$ cat src/rtl/ets_pkg.sv
package ets_pkg;

	localparam int unsigned POS_BITS_DEFAULT = 16;
	localparam int unsigned WIDE_BITS        = 32;
	localparam int unsigned TOK_POS_BITS     = 16;
	localparam logic [TOK_POS_BITS-1:0] TOK_MAX = '1;

	localparam int unsigned MAX_TOKENS   = 4;
	localparam int unsigned TOK_CNT_BITS = $clog2(MAX_TOKENS + 1);
	localparam int unsigned TOK_IDX_BITS = $clog2(MAX_TOKENS);

	// character constants
	localparam logic [7:0] CH_PLUS   = "+";
	localparam logic [7:0] CH_MINUS  = "-";
	localparam logic [7:0] CH_STAR   = "*";
	localparam logic [7:0] CH_SLASH  = "/";
	localparam logic [7:0] CH_LPAREN = "(";
	localparam logic [7:0] CH_RPAREN = ")";
	localparam logic [7:0] CH_COMMA  = ",";
	localparam logic [7:0] CH_DOT    = ".";
	localparam logic [7:0] CH_UNDER  = "_";
	localparam logic [7:0] CH_ZERO   = "0";
	localparam logic [7:0] CH_NINE   = "9";
	localparam logic [7:0] CH_LO_A   = "a";
	localparam logic [7:0] CH_LO_Z   = "z";
	localparam logic [7:0] CH_UP_A   = "A";
	localparam logic [7:0] CH_UP_Z   = "Z";
	localparam logic [7:0] CH_SPACE  = " ";
	localparam logic [7:0] CH_TAB    = 8'h09;
	localparam logic [7:0] CH_CR     = 8'h0D;

	// keywords, first character in the top byte
	localparam int unsigned KW_DEF_LEN    = 3;
	localparam int unsigned KW_EXTERN_LEN = 6;
	localparam logic [8*KW_DEF_LEN-1:0]    KW_DEF    = "def";
	localparam logic [8*KW_EXTERN_LEN-1:0] KW_EXTERN = "extern";

	typedef enum logic [2:0] {
		MODE_IDLE,
		MODE_NUMBER,
		MODE_DOT,
		MODE_FRACTION,
		MODE_IDENT
	} mode_t;

	typedef enum logic [3:0] {
		KIND_PLUS,
		KIND_MINUS,
		KIND_STAR,
		KIND_SLASH,
		KIND_LPAREN,
		KIND_RPAREN,
		KIND_COMMA,
		KIND_NUMBER,
		KIND_IDENT,
		KIND_DEF,
		KIND_EXTERN,
		KIND_END,
		KIND_UNEXPECTED
	} kind_t;

	localparam logic [1:0] KW_ALIVE_ALL = 2'b11;

	typedef struct packed {
		mode_t      mode;
		logic [3:0] kw_prog;
		logic [1:0] kw_alive;
	} scan_ctl_t;

	localparam scan_ctl_t CTL_RESET = '{mode: MODE_IDLE, kw_prog: 4'd0, kw_alive: KW_ALIVE_ALL};

	typedef struct packed {
		kind_t                   kind;
		logic [TOK_POS_BITS-1:0] start;
		logic [TOK_POS_BITS-1:0] length;
		logic [7:0]              bad_char;
		logic                    last;
	} tok_t;

endpackage

$ cat src/rtl/ets_char_if.sv
interface ets_char_if;
	logic       valid;
	logic       ready;
	logic [7:0] ch;
	logic       ch_valid;
	logic       end_of_source;

	modport source (output valid, ch, ch_valid, end_of_source, input ready);
	modport sink   (input valid, ch, ch_valid, end_of_source, output ready);
endinterface

$ cat src/rtl/ets_tok_if.sv
interface ets_tok_if;
	logic        valid;
	logic        ready;
	logic [3:0]  token_kind;
	logic [15:0] token_start;
	logic [15:0] token_length;
	logic [7:0]  bad_char;
	logic        last_of_run;

	modport source (output valid, token_kind, token_start, token_length, bad_char,
		last_of_run, input ready);
	modport sink   (input valid, token_kind, token_start, token_length, bad_char,
		last_of_run, output ready);
endinterface

$ cat src/rtl/ets_step.sv
module ets_step
	import ets_pkg::*;
#(
	parameter int unsigned POSITION_BITS = POS_BITS_DEFAULT
) (
	input  logic [7:0]                   ch,
	input  logic                         ch_valid,
	input  logic                         end_of_source,
	input  scan_ctl_t                    ctl,
	input  logic [POSITION_BITS-1:0]     pos,
	input  logic [POSITION_BITS-1:0]     tok_begin,
	output scan_ctl_t                    ctl_nxt,
	output logic [POSITION_BITS-1:0]     pos_nxt,
	output logic [POSITION_BITS-1:0]     tok_begin_nxt,
	output tok_t [MAX_TOKENS-1:0]        toks,
	output logic [TOK_CNT_BITS-1:0]      n_toks
);

	localparam logic [POSITION_BITS-1:0] POS_ONE = POSITION_BITS'(1);

	typedef struct packed {
		tok_t       a;
		tok_t       b;
		logic [1:0] n;
	} fin_t;

	function automatic logic [TOK_POS_BITS-1:0] sat_tok(logic [POSITION_BITS-1:0] v);
		logic [WIDE_BITS-1:0] w;
		w = WIDE_BITS'(v);
		return (w > WIDE_BITS'(TOK_MAX)) ? TOK_MAX : w[TOK_POS_BITS-1:0];
	endfunction

	function automatic logic [POSITION_BITS-1:0] pdiff(logic [POSITION_BITS-1:0] a,
		logic [POSITION_BITS-1:0] b);
		return (a > b) ? a - b : '0;
	endfunction

	function automatic tok_t mk_tok(kind_t k, logic [POSITION_BITS-1:0] s,
		logic [POSITION_BITS-1:0] l, logic [7:0] bad);
		tok_t t;
		t.kind     = k;
		t.start    = sat_tok(s);
		t.length   = sat_tok(l);
		t.bad_char = bad;
		t.last     = 1'b0;
		return t;
	endfunction

	function automatic logic is_digit(logic [7:0] c);
		return (c >= CH_ZERO) && (c <= CH_NINE);
	endfunction

	function automatic logic is_word(logic [7:0] c);
		return ((c >= CH_LO_A) && (c <= CH_LO_Z)) || ((c >= CH_UP_A) && (c <= CH_UP_Z)) ||
			(c == CH_UNDER);
	endfunction

	function automatic logic is_space(logic [7:0] c);
		return (c == CH_SPACE) || ((c >= CH_TAB) && (c <= CH_CR));
	endfunction

	// one identifier character against both keyword candidates
	function automatic scan_ctl_t kw_upd(scan_ctl_t c, logic [7:0] chr);
		scan_ctl_t r;
		logic      hit_def;
		logic      hit_ext;
		r       = c;
		hit_def = 1'b0;
		hit_ext = 1'b0;
		for (int i = 0; i < KW_DEF_LEN; i++) begin
			if (c.kw_prog == 4'(i) && chr == KW_DEF[8*(KW_DEF_LEN-1-i) +: 8]) hit_def = 1'b1;
		end
		for (int i = 0; i < KW_EXTERN_LEN; i++) begin
			if (c.kw_prog == 4'(i) && chr == KW_EXTERN[8*(KW_EXTERN_LEN-1-i) +: 8])
				hit_ext = 1'b1;
		end
		if (!hit_def) r.kw_alive[0] = 1'b0;
		if (!hit_ext) r.kw_alive[1] = 1'b0;
		if (c.kw_prog != 4'hF) r.kw_prog = c.kw_prog + 4'd1;
		return r;
	endfunction

	// close the open token; p is the position just past it
	function automatic fin_t finish(scan_ctl_t c, logic [POSITION_BITS-1:0] b,
		logic [POSITION_BITS-1:0] p);
		fin_t                     f;
		logic [POSITION_BITS-1:0] dp;
		kind_t                    k;
		f  = '0;
		dp = (p != '0) ? p - POS_ONE : '0;
		k  = KIND_IDENT;
		case (c.mode)
			MODE_NUMBER, MODE_FRACTION: begin
				f.a = mk_tok(KIND_NUMBER, b, pdiff(p, b), 8'h00);
				f.n = 2'd1;
			end
			MODE_DOT: begin
				f.a = mk_tok(KIND_NUMBER, b, pdiff(dp, b), 8'h00);
				f.b = mk_tok(KIND_UNEXPECTED, dp, POS_ONE, CH_DOT);
				f.n = 2'd2;
			end
			MODE_IDENT: begin
				if (c.kw_alive[0] && c.kw_prog == 4'(KW_DEF_LEN)) k = KIND_DEF;
				if (c.kw_alive[1] && c.kw_prog == 4'(KW_EXTERN_LEN)) k = KIND_EXTERN;
				f.a = mk_tok(k, b, pdiff(p, b), 8'h00);
				f.n = 2'd1;
			end
			default: ;
		endcase
		return f;
	endfunction

	fin_t  fin_ch;
	fin_t  fin_eos;
	logic  cont;
	kind_t op_kind;
	logic  is_op;

	always_comb begin
		is_op   = 1'b1;
		op_kind = KIND_PLUS;
		case (ch)
			CH_PLUS:   op_kind = KIND_PLUS;
			CH_MINUS:  op_kind = KIND_MINUS;
			CH_STAR:   op_kind = KIND_STAR;
			CH_SLASH:  op_kind = KIND_SLASH;
			CH_LPAREN: op_kind = KIND_LPAREN;
			CH_RPAREN: op_kind = KIND_RPAREN;
			CH_COMMA:  op_kind = KIND_COMMA;
			default:   is_op = 1'b0;
		endcase
	end

	always_comb begin
		ctl_nxt       = ctl;
		pos_nxt       = pos;
		tok_begin_nxt = tok_begin;
		toks          = '0;
		n_toks        = '0;
		cont          = 1'b0;
		fin_ch        = '0;
		fin_eos       = '0;

		if (ch_valid) begin
			case (ctl.mode)
				MODE_NUMBER: begin
					if (is_digit(ch)) begin
						cont = 1'b1;
					end else if (ch == CH_DOT) begin
						ctl_nxt.mode = MODE_DOT;
						cont         = 1'b1;
					end
				end
				MODE_DOT: begin
					if (is_digit(ch)) begin
						ctl_nxt.mode = MODE_FRACTION;
						cont         = 1'b1;
					end
				end
				MODE_FRACTION: begin
					if (is_digit(ch)) cont = 1'b1;
				end
				MODE_IDENT: begin
					if (is_word(ch) || is_digit(ch)) begin
						ctl_nxt = kw_upd(ctl, ch);
						cont    = 1'b1;
					end
				end
				default: ;
			endcase

			if (!cont) begin
				fin_ch = finish(ctl, tok_begin, pos);
				if (fin_ch.n != 2'd0) begin
					toks[n_toks[TOK_IDX_BITS-1:0]] = fin_ch.a;
					n_toks = n_toks + 1'b1;
				end
				if (fin_ch.n == 2'd2) begin
					toks[n_toks[TOK_IDX_BITS-1:0]] = fin_ch.b;
					n_toks = n_toks + 1'b1;
				end
				ctl_nxt.mode = MODE_IDLE;

				if (is_space(ch)) begin
					// skipped
				end else if (is_op) begin
					toks[n_toks[TOK_IDX_BITS-1:0]] = mk_tok(op_kind, pos, POS_ONE, 8'h00);
					n_toks = n_toks + 1'b1;
				end else if (is_digit(ch)) begin
					ctl_nxt.mode  = MODE_NUMBER;
					tok_begin_nxt = pos;
				end else if (is_word(ch)) begin
					ctl_nxt          = CTL_RESET;
					ctl_nxt          = kw_upd(ctl_nxt, ch);
					ctl_nxt.mode     = MODE_IDENT;
					tok_begin_nxt    = pos;
				end else begin
					toks[n_toks[TOK_IDX_BITS-1:0]] = mk_tok(KIND_UNEXPECTED, pos, POS_ONE, ch);
					n_toks = n_toks + 1'b1;
				end
			end

			pos_nxt = (pos == '1) ? pos : pos + POS_ONE;
		end

		if (end_of_source) begin
			fin_eos = finish(ctl_nxt, tok_begin_nxt, pos_nxt);
			if (fin_eos.n != 2'd0) begin
				toks[n_toks[TOK_IDX_BITS-1:0]] = fin_eos.a;
				n_toks = n_toks + 1'b1;
			end
			if (fin_eos.n == 2'd2) begin
				toks[n_toks[TOK_IDX_BITS-1:0]] = fin_eos.b;
				n_toks = n_toks + 1'b1;
			end
			toks[n_toks[TOK_IDX_BITS-1:0]] = mk_tok(KIND_END, pos_nxt, '0, 8'h00);
			n_toks        = n_toks + 1'b1;
			ctl_nxt       = CTL_RESET;
			pos_nxt       = '0;
			tok_begin_nxt = '0;
		end

		if (n_toks != '0) toks[TOK_IDX_BITS'(n_toks - 1'b1)].last = 1'b1;
	end

endmodule

$ cat src/rtl/expression_token_scanner.sv
// An accepted item is held in the input register until the burst register is free.
// Throughput: one item per cycle while items yield at most one token and the
//   receiver is ready; an item of k tokens (k up to 4) holds the token port until all k are taken.
// Tokens leave one per cycle from the burst register while the receiver is ready.
// Reset (arst_n low, asynchronous): scanner idle at position 0, no item held.
module expression_token_scanner
	import ets_pkg::*;
#(
	parameter int unsigned POSITION_BITS = POS_BITS_DEFAULT
) (
	input  logic            clk,
	input  logic            arst_n,
	ets_char_if.sink        chars,
	ets_tok_if.source       tokens
);

	// input register
	logic                     valid_s1;
	logic [7:0]               ch_s1;
	logic                     ch_valid_s1;
	logic                     eos_s1;

	// scanner state
	scan_ctl_t                ctl_q;
	logic [POSITION_BITS-1:0] pos_q;
	logic [POSITION_BITS-1:0] begin_q;

	// burst register: all tokens from one item, drained one per cycle while the receiver is ready
	tok_t [MAX_TOKENS-1:0]    burst_q;
	logic [TOK_CNT_BITS-1:0]  cnt_q;
	logic [TOK_IDX_BITS-1:0]  idx_q;
	logic                     busy_q;

	scan_ctl_t                ctl_nxt;
	logic [POSITION_BITS-1:0] pos_nxt;
	logic [POSITION_BITS-1:0] begin_nxt;
	tok_t [MAX_TOKENS-1:0]    toks;
	logic [TOK_CNT_BITS-1:0]  n_toks;

	logic                     in_take;
	logic                     out_take;
	logic                     last_take;
	logic                     burst_free;
	logic                     advance;
	tok_t                     cur;

	ets_step #(
		.POSITION_BITS(POSITION_BITS)
	) u_step (
		.ch            (ch_s1),
		.ch_valid      (ch_valid_s1),
		.end_of_source (eos_s1),
		.ctl           (ctl_q),
		.pos           (pos_q),
		.tok_begin     (begin_q),
		.ctl_nxt       (ctl_nxt),
		.pos_nxt       (pos_nxt),
		.tok_begin_nxt (begin_nxt),
		.toks          (toks),
		.n_toks        (n_toks)
	);

	// The burst register frees up in the cycle its last token is taken, so a
	// new item can move in behind it with no bubble.
	assign out_take   = busy_q && tokens.ready;
	assign last_take  = out_take && ({1'b0, idx_q} == TOK_CNT_BITS'(cnt_q - 1'b1));
	assign burst_free = !busy_q || last_take;
	assign advance    = valid_s1 && burst_free;

	assign chars.ready = !valid_s1 || burst_free;
	assign in_take     = chars.valid && chars.ready;

	assign cur                 = burst_q[idx_q];
	assign tokens.valid        = busy_q;
	assign tokens.token_kind   = cur.kind;
	assign tokens.token_start  = cur.start;
	assign tokens.token_length = cur.length;
	assign tokens.bad_char     = cur.bad_char;
	assign tokens.last_of_run  = cur.last;

	always_ff @(posedge clk or negedge arst_n) begin
		if (!arst_n) begin
			valid_s1 <= 1'b0;
		end else if (chars.ready) begin
			valid_s1 <= chars.valid;
		end
	end

	always_ff @(posedge clk) begin
		if (in_take) begin
			ch_s1       <= chars.ch;
			ch_valid_s1 <= chars.ch_valid;
			eos_s1      <= chars.end_of_source;
		end
	end

	// scanner state moves only when the held item is processed
	always_ff @(posedge clk or negedge arst_n) begin
		if (!arst_n) begin
			ctl_q   <= CTL_RESET;
			pos_q   <= '0;
			begin_q <= '0;
		end else if (advance) begin
			ctl_q   <= ctl_nxt;
			pos_q   <= pos_nxt;
			begin_q <= begin_nxt;
		end
	end

	always_ff @(posedge clk or negedge arst_n) begin
		if (!arst_n) begin
			busy_q <= 1'b0;
			cnt_q  <= '0;
			idx_q  <= '0;
		end else if (advance && n_toks != '0) begin
			busy_q <= 1'b1;
			cnt_q  <= n_toks;
			idx_q  <= '0;
		end else if (last_take) begin
			busy_q <= 1'b0;
		end else if (out_take) begin
			idx_q <= idx_q + 1'b1;
		end
	end

	always_ff @(posedge clk) begin
		if (advance && n_toks != '0) burst_q <= toks;
	end

endmodule

$ cat src/flat_wrapper.sv
// flat-port wrapper written by rule: the top's interface ports become plain ports
module expression_token_scanner_flat import ets_pkg::*;
#(
	parameter int unsigned POSITION_BITS = POS_BITS_DEFAULT
)
  (clk, arst_n, chars_valid, chars_ch, chars_ch_valid, chars_end_of_source, chars_ready, tokens_valid, tokens_token_kind, tokens_token_start, tokens_token_length, tokens_bad_char, tokens_last_of_run, tokens_ready);
  ets_char_if chars_i ();
  ets_tok_if tokens_i ();
  input  logic clk;
  input  logic arst_n;
  input wire logic [$bits(chars_i.valid)-1:0] chars_valid;
  input wire logic [$bits(chars_i.ch)-1:0] chars_ch;
  input wire logic [$bits(chars_i.ch_valid)-1:0] chars_ch_valid;
  input wire logic [$bits(chars_i.end_of_source)-1:0] chars_end_of_source;
  output wire logic [$bits(chars_i.ready)-1:0] chars_ready;
  output wire logic [$bits(tokens_i.valid)-1:0] tokens_valid;
  output wire logic [$bits(tokens_i.token_kind)-1:0] tokens_token_kind;
  output wire logic [$bits(tokens_i.token_start)-1:0] tokens_token_start;
  output wire logic [$bits(tokens_i.token_length)-1:0] tokens_token_length;
  output wire logic [$bits(tokens_i.bad_char)-1:0] tokens_bad_char;
  output wire logic [$bits(tokens_i.last_of_run)-1:0] tokens_last_of_run;
  input wire logic [$bits(tokens_i.ready)-1:0] tokens_ready;
  assign chars_i.valid = chars_valid;
  assign chars_i.ch = chars_ch;
  assign chars_i.ch_valid = chars_ch_valid;
  assign chars_i.end_of_source = chars_end_of_source;
  assign chars_ready = chars_i.ready;
  assign tokens_valid = tokens_i.valid;
  assign tokens_token_kind = tokens_i.token_kind;
  assign tokens_token_start = tokens_i.token_start;
  assign tokens_token_length = tokens_i.token_length;
  assign tokens_bad_char = tokens_i.bad_char;
  assign tokens_last_of_run = tokens_i.last_of_run;
  assign tokens_i.ready = tokens_ready;
  expression_token_scanner #(.POSITION_BITS(POSITION_BITS)) u_core (.clk(clk), .arst_n(arst_n), .chars(chars_i), .tokens(tokens_i));
endmodule
$ cat config.mk
export PLATFORM = sky130hd
export DESIGN_NAME = expression_token_scanner_flat
export DESIGN_NICKNAME = d
export VERILOG_FILES = /design/src/rtl/ets_pkg.sv /design/src/rtl/ets_char_if.sv /design/src/rtl/ets_tok_if.sv /design/src/rtl/ets_step.sv /design/src/rtl/expression_token_scanner.sv /design/src/flat_wrapper.sv
export SDC_FILE = /design/constraint.sdc
export NUM_CORES = 1
export LEC_CHECK = 0
export BUFFER_PORTS_ARGS = -buffer_cell sky130_fd_sc_hd__buf_2
export CAP_MARGIN = 30
export CORE_MARGIN = 5
export CORE_UTILIZATION = 30
export CTS_CLUSTER_SIZE = 28
export DETAILED_ROUTE_END_ITERATION = 8
export GPL_TIMING_DRIVEN = 1
export PLACE_DENSITY = 0.43
export SETUP_SLACK_MARGIN = 0.02
export SYNTH_ARGS = -nofsm -noshare
export SYNTH_HDL_FRONTEND = slang
export SYNTH_SLANG_ARGS = --single-unit
$ cat constraint.sdc
create_clock -name clk -period 8.05 [get_ports clk]
set_input_delay 1.61 -clock clk [delete_from_list [all_inputs] [get_ports clk]]
set_output_delay 1.61 -clock clk [all_outputs]
set_load 0.01 [all_outputs]
==> out/results.tsv <==
stage	metric	value	unit
cts	H-Tree Depth	1	
timing	Setup TNS	0	ns
power_and_ir_drop	Tot Pwr	10.8	mW
timing	relative slew slack	28.9	%
yosys	mapped cell area	0.0186	mm^2
final_layout	# diodes	0	
place	placed wire-length estimate	60000	um
cts	post-cts hold buffer count	0	
setup_path	CP arrival	7.82	ns
cts	worst skew pair latency	0.59	ns
place	Port Buffers	60	
route	vias per cell	5.87	
setup_path	Max stage delay on crit path	0.71	ns
route	DR vias	17100	
timing	max-slew violation count	0	
setup_path	CP max FO	18	
place	RD Place Congestion	1.01	
final_layout	Net count, final	2153	
grt	initial antenna violation count	1	
floorplan	# rows	91	
final_layout	ratio of cells with drive above 1 in the final layout	14.4	%
cts	Reg clk slew, reported paths	0.06	ns
floorplan	Die Area	0.0672	mm^2
timing	Tmin final	7.39	ns
yosys	fraction of registers with async set/reset	20.2	%
status	status	complete, no violations	
yosys	count of cell types in the netlist	107	
final_layout	most frequent cells in the layout	nor2_1 (219), edfxtp_1 (190), a21oi_1 (162), nand2_1 (142), o21ai_0 (139)	
power_and_ir_drop	leakage power	7.94	nW
floorplan	core area	0.0616	mm^2
floorplan	Die Wd	259	um
floorplan	io pins	61	
setup_path	CP Class	reg2reg	
timing	fin crit share	91.8	%
place	Post-DP Area	0.0201	mm^2
setup_path	Crit. End Element	flip-flop	
place	dpl cells	2859	
setup_path	Crit path required time	8.48	ns
timing	Setup violations, final	0	
grt	largest net degree at the start of global routing	57	
route	Remaining DRCs	0	
yosys	Seq/Total Area, Yosys	37.1	%
grt	grt total ovfl	0	
timing	Worst-Margin Slew	1.04	ns
route	wire length per cell	27.2	um
timing	RSZ-0062 raised after global routing	false	
route	DR iter-0 viols	1591	
yosys	Yosys top cell by area	edfxtp_1	
place	Place WS	0.447	ns
final_layout	Layout Utilization	34.3	%
yosys	largest cells by area after synthesis	edfxtp_1 (31%), dfrtp_1 (6.2%), mux4_2 (5.4%)	
setup_path	Worst path top cell family by delay	compound AO/OA/AOI/OAI gates	
final_layout	area grow syn2layout	13.3	%
timing	fin worst setup slack	0.659	ns
timing	Fin Hold WS	0.539	ns
power_and_ir_drop	VDD IR max	0.221	mV
yosys	syn_area_per_cell	9.24	um^2
setup_path	Buf+Inv Stages, Crit Path	5	
run	max cap viols	0	
timing	Fmax	135	MHz
grt	first-pass GRT wire length	115000	um
final_layout	final non-filler cell total	2917	
hold_path	Worst Hold Class	reg2reg	
cts	CTS tree	built	
route	routed wire length	79400	um
yosys	Cells after Synth	2017	
yosys	Post-synth top flop	edfxtp_1	
cts	Longest Clk Path Bufs	3	
floorplan	initial core utilization	30.3	%
timing	Final Hold Vio Count	0	
floorplan	die extent in y	259	um
cts	CTS Buf Count	30	
grt	Global Route Usage Sum	22.7	%
route	DRT Pass-1 Iters	5	
yosys	Post-synth EDFFs	190	
setup_path	Worst setup SP type	flip-flop	
final_layout	Final Cell Area	0.0211	mm^2
yosys	Ys Warns	0	
final_layout	Filler Cells Inserted	6356	
cts	root buf cell	clkbuf_16	
timing	worst clock skew	0.0103	ns
final_layout	commonest non-fill, non-tap cell in the layout	nor2_1	
cts	clock sinks	238	
yosys	share of the synthesized area in the top cell type	30.6	%
route	antenna-violating nets left	0	
yosys	flops & latches, synth	238	
power_and_ir_drop	PD cells	512	mW/mm^2
grt	vias in the first global route	16800	
setup_path	slowest CP cell	dfrtp_1	
[Yosys cell counts, types with 30 or more instances]
| master | number |
|---|---|
| a211oi_1 | 39 |
| a21o_1 | 34 |
| a21oi_1 | 162 |
| mux2i_1 | 30 |
| ha_1 | 79 |
| buf_2 | 36 |
| xnor2_1 | 48 |
| nand2_1 | 143 |
| nor2_1 | 219 |
| a22oi_1 | 38 |
| o22ai_1 | 47 |
| clkbuf_1 | 84 |
| nor3_1 | 35 |
| xor2_1 | 30 |
| nand3_1 | 52 |
| dfrtp_1 | 46 |
| edfxtp_1 | 190 |
| and3_1 | 33 |
| o21ai_0 | 139 |
| mux4_2 | 45 |
| inv_1 | 71 |
[where the power goes]
part / internal, mW / total (mW) / switching [mW]
Sequential: 2.12 / 2.34 / 0.228
Clock: 0.858 / 1.42 / 0.563
Combinational: 2.45 / 7.04 / 4.60
[flip-flops by register name, indices dropped and copies added (netlist names)]
signal and count:
u_core.ch_s1 8, u_core.idx_q 2, u_core.pos_q 16, u_core.valid_s1 1, u_core.ctl_q 9, u_core.tokens.valid 1, u_core.burst_q 180, u_core.cnt_q 3
u_core.ch_valid_s1 1, u_core.eos_s1 1, u_core.begin_q 16
[worst register-to-register path, stage by stage (launching register included)]
cell       delay [ns]
dfrtp_1          0.71
ha_1             0.37
nand4_1          0.39
o41a_1           0.67
a21o_1           0.32
inv_1            0.21
ha_1             0.20
inv_1            0.08
nor3b_1          0.36
nor3b_2          0.58
and3_2           0.48
or2_2            0.22
inv_1            0.08
ha_1             0.35
o21a_1           0.14
o31ai_1          0.11
a21oi_1          0.25
nor2_1           0.07
o21ai_0          0.45
nand2_1          0.19
a21oi_4          0.21
buf_12           0.16
buf_4            0.17
o2bb2ai_1        0.17
nand3_1          0.11
a21oi_1          0.18
[path summary, 6_finish.rpt]
path                       slack, ns                  end            start  depth (start not counted)
max in group asynchronous       6.31      u_core.idx_q[0]           arst_n                          2
hold reg to reg                 0.54      u_core.ctl_q[1]  u_core.ctl_q[1]                          2
min in group asynchronous       1.16      u_core.idx_q[1]           arst_n                          2
hold / removal                  0.54      u_core.ctl_q[1]  u_core.ctl_q[1]                          2
setup reg to reg                0.66  u_core.burst_q[144]  u_core.pos_q[0]                         25
setup / recovery                0.66  u_core.burst_q[144]  u_core.pos_q[0]                         25
[cell type report]
type	count	area (um^2)	share of cell area (%)
repair buffers	145	963	4.56
multi-input cells	1567	10900	51.5
well taps	837	1050	4.96
clock inverters	19	254	1.20
flip-flops and latches	238	6910	32.7
clock buffers	37	787	3.72
inverters	74	278	1.31
[per-layer routing]
layer / track usage [%] / routed length [um] / vias to the layer above
met5: 0 / 17 / -
met4: 10.1 / 4270 / 2
met3: 2.67 / 4060 / 173
met2: 38.1 / 37900 / 663
met1: 29.4 / 33200 / 8542
li1: - / - / 7754
[kinds of logic after synthesis]
family | Yosys count | share of synthesized area [%]
AO/OA/AOI/OAI | 666 | 23.5
other | 1 | 0.0201
adder cells (fa/ha/maj) | 87 | 5.95
flip-flops | 238 | 37.1
multiplexers | 83 | 7.53
buffers and inverters | 215 | 4.71
AND/OR/NAND/NOR | 646 | 17.3
XOR/XNOR | 81 | 3.96
[timing repair]
item                                    in CTS  in global routing
endpoints found under the setup margin       0                 29
gates resized for setup                      0                  1
buffers inserted                             0                  2
Power figures use the tool's default switching activity.
